**src/rtl/lcc_pkg.sv**
```systemverilog
// Shared types, constants and helpers for the LFSR code correlator.
// Used by lcc_channel and lfsr_code_correlator; depends on nothing else.
package lcc_pkg;

   // Round and datapath sizes
   localparam int ROUND_LENGTH = 255;
   localparam int SAMPLE_BITS  = 10;
   localparam int SUM_W        = 20;
   localparam int VALUE_W      = 12;
   localparam int SHIFT_W      = 4;
   localparam int CODE_W       = 8;
   localparam int CNT_W        = $clog2(ROUND_LENGTH + 2);

   // Stream and register port widths
   localparam int REQ_DATA_W   = ((SAMPLE_BITS + 7) / 8) * 8;
   localparam int RSP_FIELDS_W = 2 + 2 * VALUE_W;
   localparam int RSP_DATA_W   = ((RSP_FIELDS_W + 7) / 8) * 8;
   localparam int RSP_PAD_W    = RSP_DATA_W - RSP_FIELDS_W;
   localparam int CSR_INDEX_W  = 2;
   localparam int CSR_DATA_W   = SAMPLE_BITS;

   // Round counter values: one past the round length means no round active
   localparam logic [CNT_W-1:0] ROUND_LAST = CNT_W'(ROUND_LENGTH);
   localparam logic [CNT_W-1:0] IDLE_COUNT = CNT_W'(ROUND_LENGTH + 1);
   localparam logic [CNT_W-1:0] FIRST_COUNT = CNT_W'(1);

   // Code generator constants
   localparam logic [CODE_W-1:0] CODE_MASK = CODE_W'('hB8);
   localparam logic [CODE_W-1:0] SEED_A    = CODE_W'('h01);
   localparam logic [CODE_W-1:0] SEED_B    = CODE_W'('hFF);

   localparam logic [SHIFT_W-1:0] REPORT_SHIFT_RESET = SHIFT_W'(7);

   // Item kinds on the request channel
   localparam logic OP_START  = 1'b0;
   localparam logic OP_SAMPLE = 1'b1;

   typedef enum logic [CSR_INDEX_W-1:0] {
      CSR_OFFSET_A     = 2'd0,
      CSR_OFFSET_B     = 2'd1,
      CSR_REPORT_SHIFT = 2'd2
   } csr_index_type;

   typedef enum logic [1:0] {
      WEIGHT_ZERO = 2'b00,
      WEIGHT_POS  = 2'b01,
      WEIGHT_NEG  = 2'b11
   } weight_type;

   // Per-item controls sent from the top level to each channel
   typedef struct packed {
      logic load;     // item moves from input stage into processing stage
      logic start;    // that item starts a round
      logic active;   // that item is a sample inside a round
      logic last;     // that sample closes the round
      logic report;   // a closing item moves into the result register
   } ctrl_type;

   // One step of the Galois code generator
   function automatic logic [CODE_W-1:0] lfsr_next(input logic [CODE_W-1:0] r);
      logic [CODE_W-1:0] n;
      n = r >> 1;
      if (r[0]) begin
         n = n ^ CODE_MASK;
      end
      return n;
   endfunction

endpackage

```
**src/rtl/lcc_channel.sv**
```systemverilog
// One correlator channel: code generator, weight, correlation sum and
// smoothed value with the shifted, saturated report. Depends on lcc_pkg.
module lcc_channel (
   input  logic                               clock,
   input  logic                               reset,
   input  logic [lcc_pkg::CODE_W-1:0]         seed,
   input  logic [lcc_pkg::SAMPLE_BITS-1:0]    offset,
   input  logic [lcc_pkg::SHIFT_W-1:0]        report_shift,
   input  logic [lcc_pkg::SAMPLE_BITS-1:0]    sample,
   input  lcc_pkg::ctrl_type                  ctrl,
   output logic                               toggle,
   output logic signed [lcc_pkg::VALUE_W-1:0] value
);

   logic [lcc_pkg::CODE_W-1:0]         lfsr_ff;
   lcc_pkg::weight_type                weight_ff;
   logic signed [lcc_pkg::SUM_W-1:0]   acc_ff;
   logic signed [lcc_pkg::SUM_W-1:0]   smoothed_ff;
   logic                               toggle_ff;

   logic [lcc_pkg::CODE_W-1:0]         lfsr_in;
   lcc_pkg::weight_type                weight_in;
   logic                               toggle_in;
   logic                               step;
   logic [lcc_pkg::SAMPLE_BITS:0]      diff;
   logic [lcc_pkg::SAMPLE_BITS-1:0]    diff_clamp;
   logic [lcc_pkg::SUM_W-1:0]          diff_ext;
   logic signed [lcc_pkg::SUM_W-1:0]   acc_in;
   logic signed [lcc_pkg::SUM_W-1:0]   smoothed_in;
   logic signed [lcc_pkg::SUM_W-1:0]   shifted;

   // Code step: new low bit against old one gives toggle and weight
   always_comb begin
      lfsr_in   = lcc_pkg::lfsr_next(lfsr_ff);
      toggle_in = lfsr_in[0] ^ lfsr_ff[0];
      if (lfsr_in[0] && !lfsr_ff[0]) begin
         weight_in = lcc_pkg::WEIGHT_POS;
      end else if (!lfsr_in[0] && lfsr_ff[0]) begin
         weight_in = lcc_pkg::WEIGHT_NEG;
      end else begin
         weight_in = lcc_pkg::WEIGHT_ZERO;
      end
      step = ctrl.start || (ctrl.active && !ctrl.last);
   end

   // Remove the offset, clamp at zero, weight into the sum
   always_comb begin
      diff       = {1'b0, sample} - {1'b0, offset};
      diff_clamp = diff[lcc_pkg::SAMPLE_BITS] ? '0 : diff[lcc_pkg::SAMPLE_BITS-1:0];
      diff_ext   = {{(lcc_pkg::SUM_W - lcc_pkg::SAMPLE_BITS){1'b0}}, diff_clamp};
      case (weight_ff)
         lcc_pkg::WEIGHT_POS: begin
            acc_in = acc_ff + signed'(diff_ext);
         end
         lcc_pkg::WEIGHT_NEG: begin
            acc_in = acc_ff - signed'(diff_ext);
         end
         default: begin
            acc_in = acc_ff;
         end
      endcase
   end

   // Low-pass the closing sum, then shift and saturate for the report
   always_comb begin
      smoothed_in = (smoothed_ff >>> 1) + (acc_ff >>> 1);
      shifted     = smoothed_in >>> report_shift;
      if ((&shifted[lcc_pkg::SUM_W-1:lcc_pkg::VALUE_W-1]) ||
          !(|shifted[lcc_pkg::SUM_W-1:lcc_pkg::VALUE_W-1])) begin
         value = shifted[lcc_pkg::VALUE_W-1:0];
      end else if (shifted[lcc_pkg::SUM_W-1]) begin
         value = {1'b1, {(lcc_pkg::VALUE_W-1){1'b0}}};
      end else begin
         value = {1'b0, {(lcc_pkg::VALUE_W-1){1'b1}}};
      end
   end

   // Channel state
   always_ff @(posedge clock) begin
      if (reset) begin
         lfsr_ff     <= seed;
         weight_ff   <= lcc_pkg::WEIGHT_ZERO;
         acc_ff      <= '0;
         smoothed_ff <= '0;
         toggle_ff   <= 1'b0;
      end else begin
         if (ctrl.load) begin
            toggle_ff <= step & toggle_in;
            if (ctrl.start) begin
               acc_ff <= '0;
            end else if (ctrl.active) begin
               acc_ff <= acc_in;
            end
            if (step) begin
               lfsr_ff   <= lfsr_in;
               weight_ff <= weight_in;
            end
         end
         if (ctrl.report) begin
            smoothed_ff <= smoothed_in;
         end
      end
   end

   assign toggle = toggle_ff;

endmodule

```
**src/rtl/lfsr_code_correlator.sv**
```systemverilog
// Two-channel code-division correlator.
// Item path: input register, processing stage, result register.
// Depends on lcc_pkg and lcc_channel.
//
// Use: req_ carries items. req_tuser = 0 starts a capture round (both sums
// cleared, both codes stepped); req_tuser = 1 carries a converter sample in
// req_tdata. Every accepted item yields exactly one rsp_ item: the antenna
// toggles for the current code step and, on the sample that closes a round
// (the 255th after a start), rsp_tuser = 1 with both smoothed values.
// Samples outside a round give an all-zero result. A start inside a round
// restarts it.
// csr_ writes offset_a, offset_b and report_shift; write them while the
// block is idle.
// Throughput: one item per cycle while rsp_tready stays high; each stage
// holds one item and moves when the next stage is empty or moving, so the
// round state updates once per item.
// Reset: codes return to 0x01 (A) and 0xFF (B), sums and smoothed values
// clear, no round is active, report_shift = 7, offsets = 0.
// Stall: while rsp_tready is low the result register holds; the two earlier
// stages keep taking items until they are full, then req_tready drops.
module lfsr_code_correlator (
   input  logic                               clock,
   input  logic                               reset,
   // csr write port
   input  logic                               csr_we,
   input  logic [lcc_pkg::CSR_INDEX_W-1:0]    csr_index,
   input  logic [lcc_pkg::CSR_DATA_W-1:0]     csr_wdata,
   // request channel
   input  logic                               req_tvalid,
   output logic                               req_tready,
   input  logic [lcc_pkg::REQ_DATA_W-1:0]     req_tdata,   // [9:0] sample, rest zero
   input  logic                               req_tuser,   // [0] op
   // result channel
   output logic                               rsp_tvalid,
   input  logic                               rsp_tready,
   output logic [lcc_pkg::RSP_DATA_W-1:0]     rsp_tdata,   // [0] toggle_a, [1] toggle_b,
                                                          // [13:2] value_a, [25:14] value_b
   output logic                               rsp_tuser    // [0] report_valid
);

   // Configuration registers
   logic [lcc_pkg::SAMPLE_BITS-1:0] offset_a_ff;
   logic [lcc_pkg::SAMPLE_BITS-1:0] offset_b_ff;
   logic [lcc_pkg::SHIFT_W-1:0]     report_shift_ff;

   // Input stage
   logic                            s1_valid_ff;
   logic                            s1_op_ff;
   logic [lcc_pkg::SAMPLE_BITS-1:0] s1_sample_ff;

   // Processing stage
   logic                            s2_valid_ff;
   logic                            s2_final_ff;
   logic [lcc_pkg::CNT_W-1:0]       count_ff;
   logic [lcc_pkg::CNT_W-1:0]       count_in;

   // Result register
   logic                                rsp_valid_ff;
   logic                                rsp_toggle_a_ff;
   logic                                rsp_toggle_b_ff;
   logic                                rsp_report_ff;
   logic signed [lcc_pkg::VALUE_W-1:0]  rsp_value_a_ff;
   logic signed [lcc_pkg::VALUE_W-1:0]  rsp_value_b_ff;

   logic                                s3_ready;
   logic                                s2_ready;
   logic                                s2_move;
   logic                                s1_move;
   logic                                req_accept;
   lcc_pkg::ctrl_type                   ctrl;
   logic                                toggle_a;
   logic                                toggle_b;
   logic signed [lcc_pkg::VALUE_W-1:0]  value_a;
   logic signed [lcc_pkg::VALUE_W-1:0]  value_b;

   // Stage handshakes
   always_comb begin
      s3_ready   = !rsp_valid_ff || rsp_tready;
      s2_move    = s2_valid_ff && s3_ready;
      s2_ready   = !s2_valid_ff || s3_ready;
      s1_move    = s1_valid_ff && s2_ready;
      req_tready = !s1_valid_ff || s2_ready;
      req_accept = req_tvalid && req_tready;
   end

   // Decode the item leaving the input stage against the round counter
   always_comb begin
      ctrl.load   = s1_move;
      ctrl.start  = s1_op_ff == lcc_pkg::OP_START;
      ctrl.active = (s1_op_ff == lcc_pkg::OP_SAMPLE) && (count_ff <= lcc_pkg::ROUND_LAST);
      ctrl.last   = ctrl.active && (count_ff == lcc_pkg::ROUND_LAST);
      ctrl.report = s2_move && s2_final_ff;
      if (ctrl.start) begin
         count_in = lcc_pkg::FIRST_COUNT;
      end else if (ctrl.active) begin
         count_in = count_ff + lcc_pkg::FIRST_COUNT;
      end else begin
         count_in = count_ff;
      end
   end

   // Configuration writes; unknown indexes are dropped
   always_ff @(posedge clock) begin
      if (reset) begin
         offset_a_ff     <= '0;
         offset_b_ff     <= '0;
         report_shift_ff <= lcc_pkg::REPORT_SHIFT_RESET;
      end else if (csr_we) begin
         case (csr_index)
            lcc_pkg::CSR_OFFSET_A: begin
               offset_a_ff <= csr_wdata[lcc_pkg::SAMPLE_BITS-1:0];
            end
            lcc_pkg::CSR_OFFSET_B: begin
               offset_b_ff <= csr_wdata[lcc_pkg::SAMPLE_BITS-1:0];
            end
            lcc_pkg::CSR_REPORT_SHIFT: begin
               report_shift_ff <= csr_wdata[lcc_pkg::SHIFT_W-1:0];
            end
            default: begin
            end
         endcase
      end
   end

   // Input stage: hold the item until the processing stage takes it
   always_ff @(posedge clock) begin
      if (reset) begin
         s1_valid_ff <= 1'b0;
      end else if (req_accept) begin
         s1_valid_ff <= 1'b1;
      end else if (s1_move) begin
         s1_valid_ff <= 1'b0;
      end
   end

   always_ff @(posedge clock) begin
      if (req_accept) begin
         s1_op_ff     <= req_tuser;
         s1_sample_ff <= req_tdata[lcc_pkg::SAMPLE_BITS-1:0];
      end
   end

   // Processing stage: round counter and closing flag
   always_ff @(posedge clock) begin
      if (reset) begin
         s2_valid_ff <= 1'b0;
         s2_final_ff <= 1'b0;
         count_ff    <= lcc_pkg::IDLE_COUNT;
      end else begin
         if (s1_move) begin
            s2_valid_ff <= 1'b1;
            s2_final_ff <= ctrl.last;
            count_ff    <= count_in;
         end else if (s2_move) begin
            s2_valid_ff <= 1'b0;
         end
      end
   end

   lcc_channel u_chan_a (
      .clock        (clock),
      .reset        (reset),
      .seed         (lcc_pkg::SEED_A),
      .offset       (offset_a_ff),
      .report_shift (report_shift_ff),
      .sample       (s1_sample_ff),
      .ctrl         (ctrl),
      .toggle       (toggle_a),
      .value        (value_a)
   );

   lcc_channel u_chan_b (
      .clock        (clock),
      .reset        (reset),
      .seed         (lcc_pkg::SEED_B),
      .offset       (offset_b_ff),
      .report_shift (report_shift_ff),
      .sample       (s1_sample_ff),
      .ctrl         (ctrl),
      .toggle       (toggle_b),
      .value        (value_b)
   );

   // Result register: values only on the closing item
   always_ff @(posedge clock) begin
      if (reset) begin
         rsp_valid_ff <= 1'b0;
      end else if (s2_move) begin
         rsp_valid_ff <= 1'b1;
      end else if (rsp_tready) begin
         rsp_valid_ff <= 1'b0;
      end
   end

   always_ff @(posedge clock) begin
      if (s2_move) begin
         rsp_toggle_a_ff <= toggle_a;
         rsp_toggle_b_ff <= toggle_b;
         rsp_report_ff   <= s2_final_ff;
         rsp_value_a_ff  <= s2_final_ff ? value_a : '0;
         rsp_value_b_ff  <= s2_final_ff ? value_b : '0;
      end
   end

   assign rsp_tvalid = rsp_valid_ff;
   assign rsp_tuser  = rsp_report_ff;
   assign rsp_tdata  = {{lcc_pkg::RSP_PAD_W{1'b0}}, rsp_value_b_ff, rsp_value_a_ff,
                        rsp_toggle_b_ff, rsp_toggle_a_ff};

   // Round counter stays between the first sample and the idle mark
   a_count_range: assert property (@(posedge clock) disable iff (reset)
      (count_ff >= lcc_pkg::FIRST_COUNT) && (count_ff <= lcc_pkg::IDLE_COUNT))
      else $error("round counter out of range");

   // A closing result carries no toggles
   a_report_no_toggle: assert property (@(posedge clock) disable iff (reset)
      rsp_valid_ff && rsp_report_ff |-> !rsp_toggle_a_ff && !rsp_toggle_b_ff)
      else $error("toggle reported on a closing item");

   // Values are zero unless the result closes a round
   a_values_zero: assert property (@(posedge clock) disable iff (reset)
      rsp_valid_ff && !rsp_report_ff |-> (rsp_value_a_ff == '0) && (rsp_value_b_ff == '0))
      else $error("stale value on a non-closing item");

   // A closing item leaves the round inactive
   a_close_idle: assert property (@(posedge clock) disable iff (reset)
      s1_move && ctrl.last |=> count_ff == lcc_pkg::IDLE_COUNT)
      else $error("round still active after closing sample");

endmodule
```
**config.mk**
```make
export PLATFORM = sky130hd
export DESIGN_NAME = lfsr_code_correlator
export DESIGN_NICKNAME = d
export VERILOG_FILES = /design/src/rtl/lcc_pkg.sv /design/src/rtl/lcc_channel.sv /design/src/rtl/lfsr_code_correlator.sv
export SDC_FILE = /design/constraint.sdc
export NUM_CORES = 1
export LEC_CHECK = 0
export BUFFER_PORTS_ARGS = -buffer_cell sky130_fd_sc_hd__buf_2
export CAP_MARGIN = 20
export CORE_MARGIN = 1
export CORE_UTILIZATION = 40
export DETAILED_ROUTE_END_ITERATION = 6
export PLACE_DENSITY_LB_ADDON = 0.08
export SKIP_CTS_REPAIR_TIMING = 1
export SLEW_MARGIN = 25
export SYNTH_ARGS = -nofsm -noshare
export SYNTH_HDL_FRONTEND = slang
export SYNTH_SLANG_ARGS = --single-unit
```
**constraint.sdc**
```tcl
create_clock -name clock -period 8.3 [get_ports clock]
set_input_delay 0.83 -clock clock [delete_from_list [all_inputs] [get_ports clock]]
set_output_delay 0.83 -clock clock [all_outputs]
set_load 0.02 [all_outputs]
```
# Word-level counts from Yosys, hierarchy flattened
# Index checks and enable logic that the tools add are counted.
# op_classes
addsub	9
n_lt_le_gt_ge	1
n_eq_ne	10
shifts	2
n_mux	26
bitwise	7
n_reduce_logical	42
# ops
operator	n
$mux W20	4
$pmux W20 S2	2
$mux W12	4
$add A19 B19 Y20	2
$add A20 B11 Y20	2
$sshr A20 B4 Y20	2
$sub A20 B11 Y20	2
$sub A10 B10 Y11	2
$mux W10	2
$mux W9	2
$reduce_and A9 Y1	2
$reduce_or A9 Y1	2
$mux W8	2
$logic_and A1 B1 Y1	11
$logic_not A1 Y1	10
$reduce_and A2 Y1	5
$add A9 B1 Y9 const B	1
$eq A9 B8 Y1 const B	1
$le A9 B8 Y1 const B	1
$mux W2	4
$not A3 Y4	2
$eq A2 B1 Y1 const B	3
$eq A2 B2 Y1 const B	3
$logic_or A1 B1 Y1	6
other kinds (9)	20
# totals
ff_bits	177
inputBits	34

# Longest topological paths before layout
# depth
word_depth	7
mapped_depth	29

# Hierarchy
# From an unflattened synthesis, not the netlist that was laid out.
# hier_totals
hier_cells	1648
hier_area_um2	13994.7
# modules_own_cells
mod	instances	cells_per_inst	area_each_um2	seq_area_each_um2
lcc_channel at u_chan_b	1	701	5596.6	1081.0
lcc_channel at u_chan_a	1	700	5427.7	1081.0
lfsr_code_correlator	1	247	2970.3	1881.8

# Worst setup path before layout
# No wires, ideal clock.
# synth_path
path_kind	reg-to-reg
startpoint	register s1_sample_ff[0] (netlist name)
endpoint	register u_chan_a.acc_ff[19] (netlist name)
arrival_ps	5374
required_time_ps	8178
slack_ps	2804
stages_incl_launch_ff	26
synth_period_minus_slack_ps	5496
cell_sequence	edfxtp_1 -> inv_1 -> ha_1 -> inv_1 -> fa_1 -> a21o_1 -> a21oi_1 -> o21ai_0 -> o41ai_1 -> o21ai_0 -> clkbuf_1 -> nand2b_1 -> ha_1 -> nand2_1 -> or3b_2 -> o21ai_0 -> ha_1 -> a21o_1 -> or3_1 -> o21ai_0 -> o211ai_1 -> o211ai_1 -> o21ai_0 -> xnor2_1 -> and4_1 -> a311o_1
# synth_via
elab_chain_len	6
word_cells_on_any_way	7
cone_classes	add/sub: 3; mux: 4
# synth_rtl
element	line_no	rtl
start: declaration	lfsr_code_correlator.sv:49	logic [lcc_pkg::SAMPLE_BITS-1:0] s1_sample_ff;
start signal: assignment	lfsr_code_correlator.sv:139	s1_sample_ff <= req_tdata[lcc_pkg::SAMPLE_BITS-1:0];
$sub A10 B10 Y11 (*)	lcc_channel.sv:48	diff = {1'b0, sample} - {1'b0, offset};
$mux W10 (*)	lcc_channel.sv:49	diff_clamp = diff[lcc_pkg::SAMPLE_BITS] ? '0 : diff[lcc_pkg::SAMPLE_BITS-1:0];
$sub A20 B11 Y20 / $add A20 B11 Y20 (equally long branches)	lcc_channel.sv:56, lcc_channel.sv:53	
$pmux W20 S2 (*)	lcc_channel.sv:51	case (weight_ff)
$mux W20 (*)	lcc_channel.sv:91	end else if (ctrl.active) begin
$mux W20 (*)	lcc_channel.sv:89	if (ctrl.start) begin
end signal: assignment	lcc_channel.sv:92	acc_ff <= acc_in;
end: declaration	lcc_channel.sv:17	logic signed [lcc_pkg::SUM_W-1:0] acc_ff;
# Every way passes the cells marked *; elsewhere a longest branch is shown, timed or not. The select of a mux whose other input is x is not followed.
# A chain may end at the register's enable or synchronous reset.

# Final worst setup path
# Same ends and word-level chain as after synthesis.

==> flow_metrics.env <==
export IMPL_fp_coreArea_um2=33620
export IMPL_fin_skew_ns=0.01690
export IMPL_die_h_um=187.2
export IMPL_cts_tree="yes"
export IMPL_grt_pass1_vias=11210
export IMPL_antenna_left=0
export IMPL_detail_route_wl_per_cell_um=16.13
export IMPL_via_per_inst=5.458
export IMPL_status="finished, final reports clean"
export IMPL_slowest_delay_ns=0.53
export IMPL_place_congestion=0.8676
export IMPL_netlist_instances=1747
export IMPL_critPathMostFrequentCell="o21ai_0"
export IMPL_final_cell_mix="237 x nor2_1, 183 x nand2_1, 160 x a21oi_1"
export IMPL_worst_slew_pin_slew_ns=1.035
export IMPL_hold_viol=0
export IMPL_drc_errors=0
export IMPL_port_buffers=56
export IMPL_dp_hpwl_mm=26.83
export IMPL_grt_antenna_before_repair=0
export IMPL_grtUsageTotal_pct=20.43
export IMPL_yosysTopAreaCell="dfxtp_1"
export IMPL_rrSetupSlack_ns=2.14
export IMPL_start_util_pct=40.81
export IMPL_maxSlewHeadroom_pct=30.77
export IMPL_period_needed_ns=6.159
export IMPL_hold_slack_ns=0.4482
export IMPL_ir_drop_uv=156.2
export IMPL_avgSynthCellArea_um2=7.853
export IMPL_first_pass_iters=5
export IMPL_p_leak_nw=6.113
export IMPL_syn_area_um2=13720
export IMPL_grt_pass1_wl_mm=58.33
export IMPL_synthTopCellsByArea="dfxtp_1 20%, ha_1 9.3%, edfxtp_1 8.3%, nor2_1 6.5%, a21oi_1 5.8%"
export IMPL_power_density_nw_per_um2=155.4
export IMPL_final_common_cell="nor2_1"
export IMPL_tns_ns=0
export IMPL_crit_slowest_cell="or3b_2"
export IMPL_cap_violations=0
export IMPL_cts_sinks=175
export IMPL_syn2layout_area_growth_pct=8.946
export IMPL_drive_above_1_share_pct=9.277
export IMPL_synth_top_cell_area_share_pct=19.99
export IMPL_finalPower_mw=2.322
export IMPL_cp_required_ns=8.63
export IMPL_dieArea_um2=35040
export IMPL_critPathMaxFanout=11
export IMPL_die_w_um=187.2
export IMPL_ys_seq_area_share_pct=28.31
export IMPL_hold_class="reg -> reg"
export IMPL_synth_edf_count=38
export IMPL_n_antenna_cell=0
export IMPL_ys_ff_latch=175
export IMPL_finalMaxSlewViolations=0
export IMPL_ys_types=94
export IMPL_end_kind="flip-flop"
export IMPL_finish_net_count=1886
export IMPL_setup_viol=0
export IMPL_synthArstFlopShare_pct=0
export IMPL_num_rows=67
export IMPL_fin_crit_sh_pct=74.21
export IMPL_synth_flop_cell="dfxtp_1"
export IMPL_clk_pin_slew_worst_paths_ns=0.07
export IMPL_fmax_mhz=162.4
export IMPL_num_vias=12040
export IMPL_clk_latency_ns=0.45
export IMPL_grt_max_degree=83
export IMPL_grt_overflow=0
export IMPL_cp_start_kind="flip-flop"
export IMPL_worstSetupPathType="reg -> reg"
export IMPL_yosysWarnings=0
export IMPL_drtIter0Drc=732
export IMPL_place_area_um2=14290
export IMPL_fin_area_um2=14950
export IMPL_htree_levels=4
export IMPL_post_route_util_pct=44.46
export IMPL_ios=69
export IMPL_cts_buffers=17
export IMPL_fillers=3409
export IMPL_finalWirelength_mm=35.57
export IMPL_cts_root_buffer="clkbuf_16"
export IMPL_clock_path_buffers=2
export IMPL_crit_arrival_ns=6.49
export IMPL_rsz0062_at_grt="false"
cell families (layout without fill, tap and decap cells):
group,after synthesis,in the layout,synth area share [%]
mux,60,60,4.943
xor+xnor,88,88,5.618
flops,175,175,28.31
compound gates,525,525,25.33
other cells,1,6,0.02733
fa+ha+maj,108,108,10.18
buf+inv,170,175,4.989
simple gates,620,620,20.61
registers in the layout, summed over array words and instances (netlist names), 2 cells and up:
signal / count
u_chan_a.acc_ff: 20
u_chan_b.acc_ff: 20
u_chan_a.smoothed_ff: 19
u_chan_b.smoothed_ff: 19
rsp_value_a_ff: 12
rsp_value_b_ff: 12
offset_a_ff: 10
offset_b_ff: 10
s1_sample_ff: 10
count_ff: 9
u_chan_a.lfsr_ff: 8
u_chan_b.lfsr_ff: 8
report_shift_ff: 4
u_chan_a.weight_ff: 2
u_chan_b.weight_ff: 2
cell usage after synthesis, types with 5 or more instances:
master and n:
a211o_1 9, a211oi_1 37, a21o_1 30, a21oi_1 160, a22oi_1 30, a31o_2 5, a31oi_1 12, and2_1 17
and3_1 13, buf_1 14, buf_2 7, buf_4 8, clkbuf_1 69, dfxtp_1 137, edfxtp_1 38, fa_1 6
ha_1 102, inv_1 69, mux2_2 6, mux2i_1 46, nand2_1 183, nand2b_1 13, nand3_1 38, nand3b_1 5
nand4_1 8, nor2_1 237, nor2b_1 18, nor3_1 36, nor3_2 10, nor4_1 5, o2111ai_1 5, o211a_1 6
o211ai_1 28, o21a_1 20, o21ai_0 81, o21ai_1 18, o21bai_1 9, o22ai_1 8, o31a_1 9, o31ai_1 6
or3_1 15, xnor2_1 61, xor2_1 27
report_power, final:
group	internal (mW)	switching, mW
Sequential	0.892	0.0207
Combinational	0.208	0.304
Clock	0.515	0.382
routing by layer:
layer | wire length [um] | vias to the layer above | part of all wire [%] | track usage [%]
li1 | - | 6269 | - | -
met1 | 18180 | 5517 | 51 | 28.50
met2 | 15740 | 206 | 44 | 32.77
met3 | 1021 | 43 | 2.9 | 2.439
met4 | 622 | 0 | 1.7 | 6.368
met5 | 0 | - | 0 | 0
stage by stage:
stage                     cells  setup WS [ns]
after floorplan            1752          2.804
after CTS                  2205          2.082
after global routing       2205          1.490
after global placement     2173          2.219
final                      2205          2.141
after detailed placement   2173          2.129
worst max-delay path, delay by kind of cell (launching register included):
kind / cells / cell delay, ns
fa+ha+maj: 4 / 1.14
compound gates: 12 / 2.75
simple gates: 5 / 1.15
xor+xnor: 1 / 0.24
buf+inv: 3 / 0.37
flops: 1 / 0.37
worst paths after layout:
kind	start	to	depth (start not counted)
setup / recovery	s1_sample_ff[0]	u_chan_a.acc_ff[19]	25
hold / removal	u_chan_a.lfsr_ff[3]	u_chan_a.lfsr_ff[2]	2
setup reg to reg	s1_sample_ff[0]	u_chan_a.acc_ff[19]	25
hold reg to reg	u_chan_a.lfsr_ff[3]	u_chan_a.lfsr_ff[2]	2
layout make-up:
| class | count | area [um^2] | area share, % |
|---|---|---|---|
| Multi-Input combinational cell | 1407 | 9193 | 61.50 |
| Sequential cell | 175 | 3885 | 25.99 |
| Tap cell | 448 | 560.5 | 3.750 |
| Clock buffer | 20 | 478.0 | 3.198 |
| Timing Repair Buffer | 72 | 402.9 | 2.695 |
| Inverter | 71 | 266.5 | 1.783 |
| Clock inverter | 12 | 161.4 | 1.080 |
(Power assumes the default switching activity.)
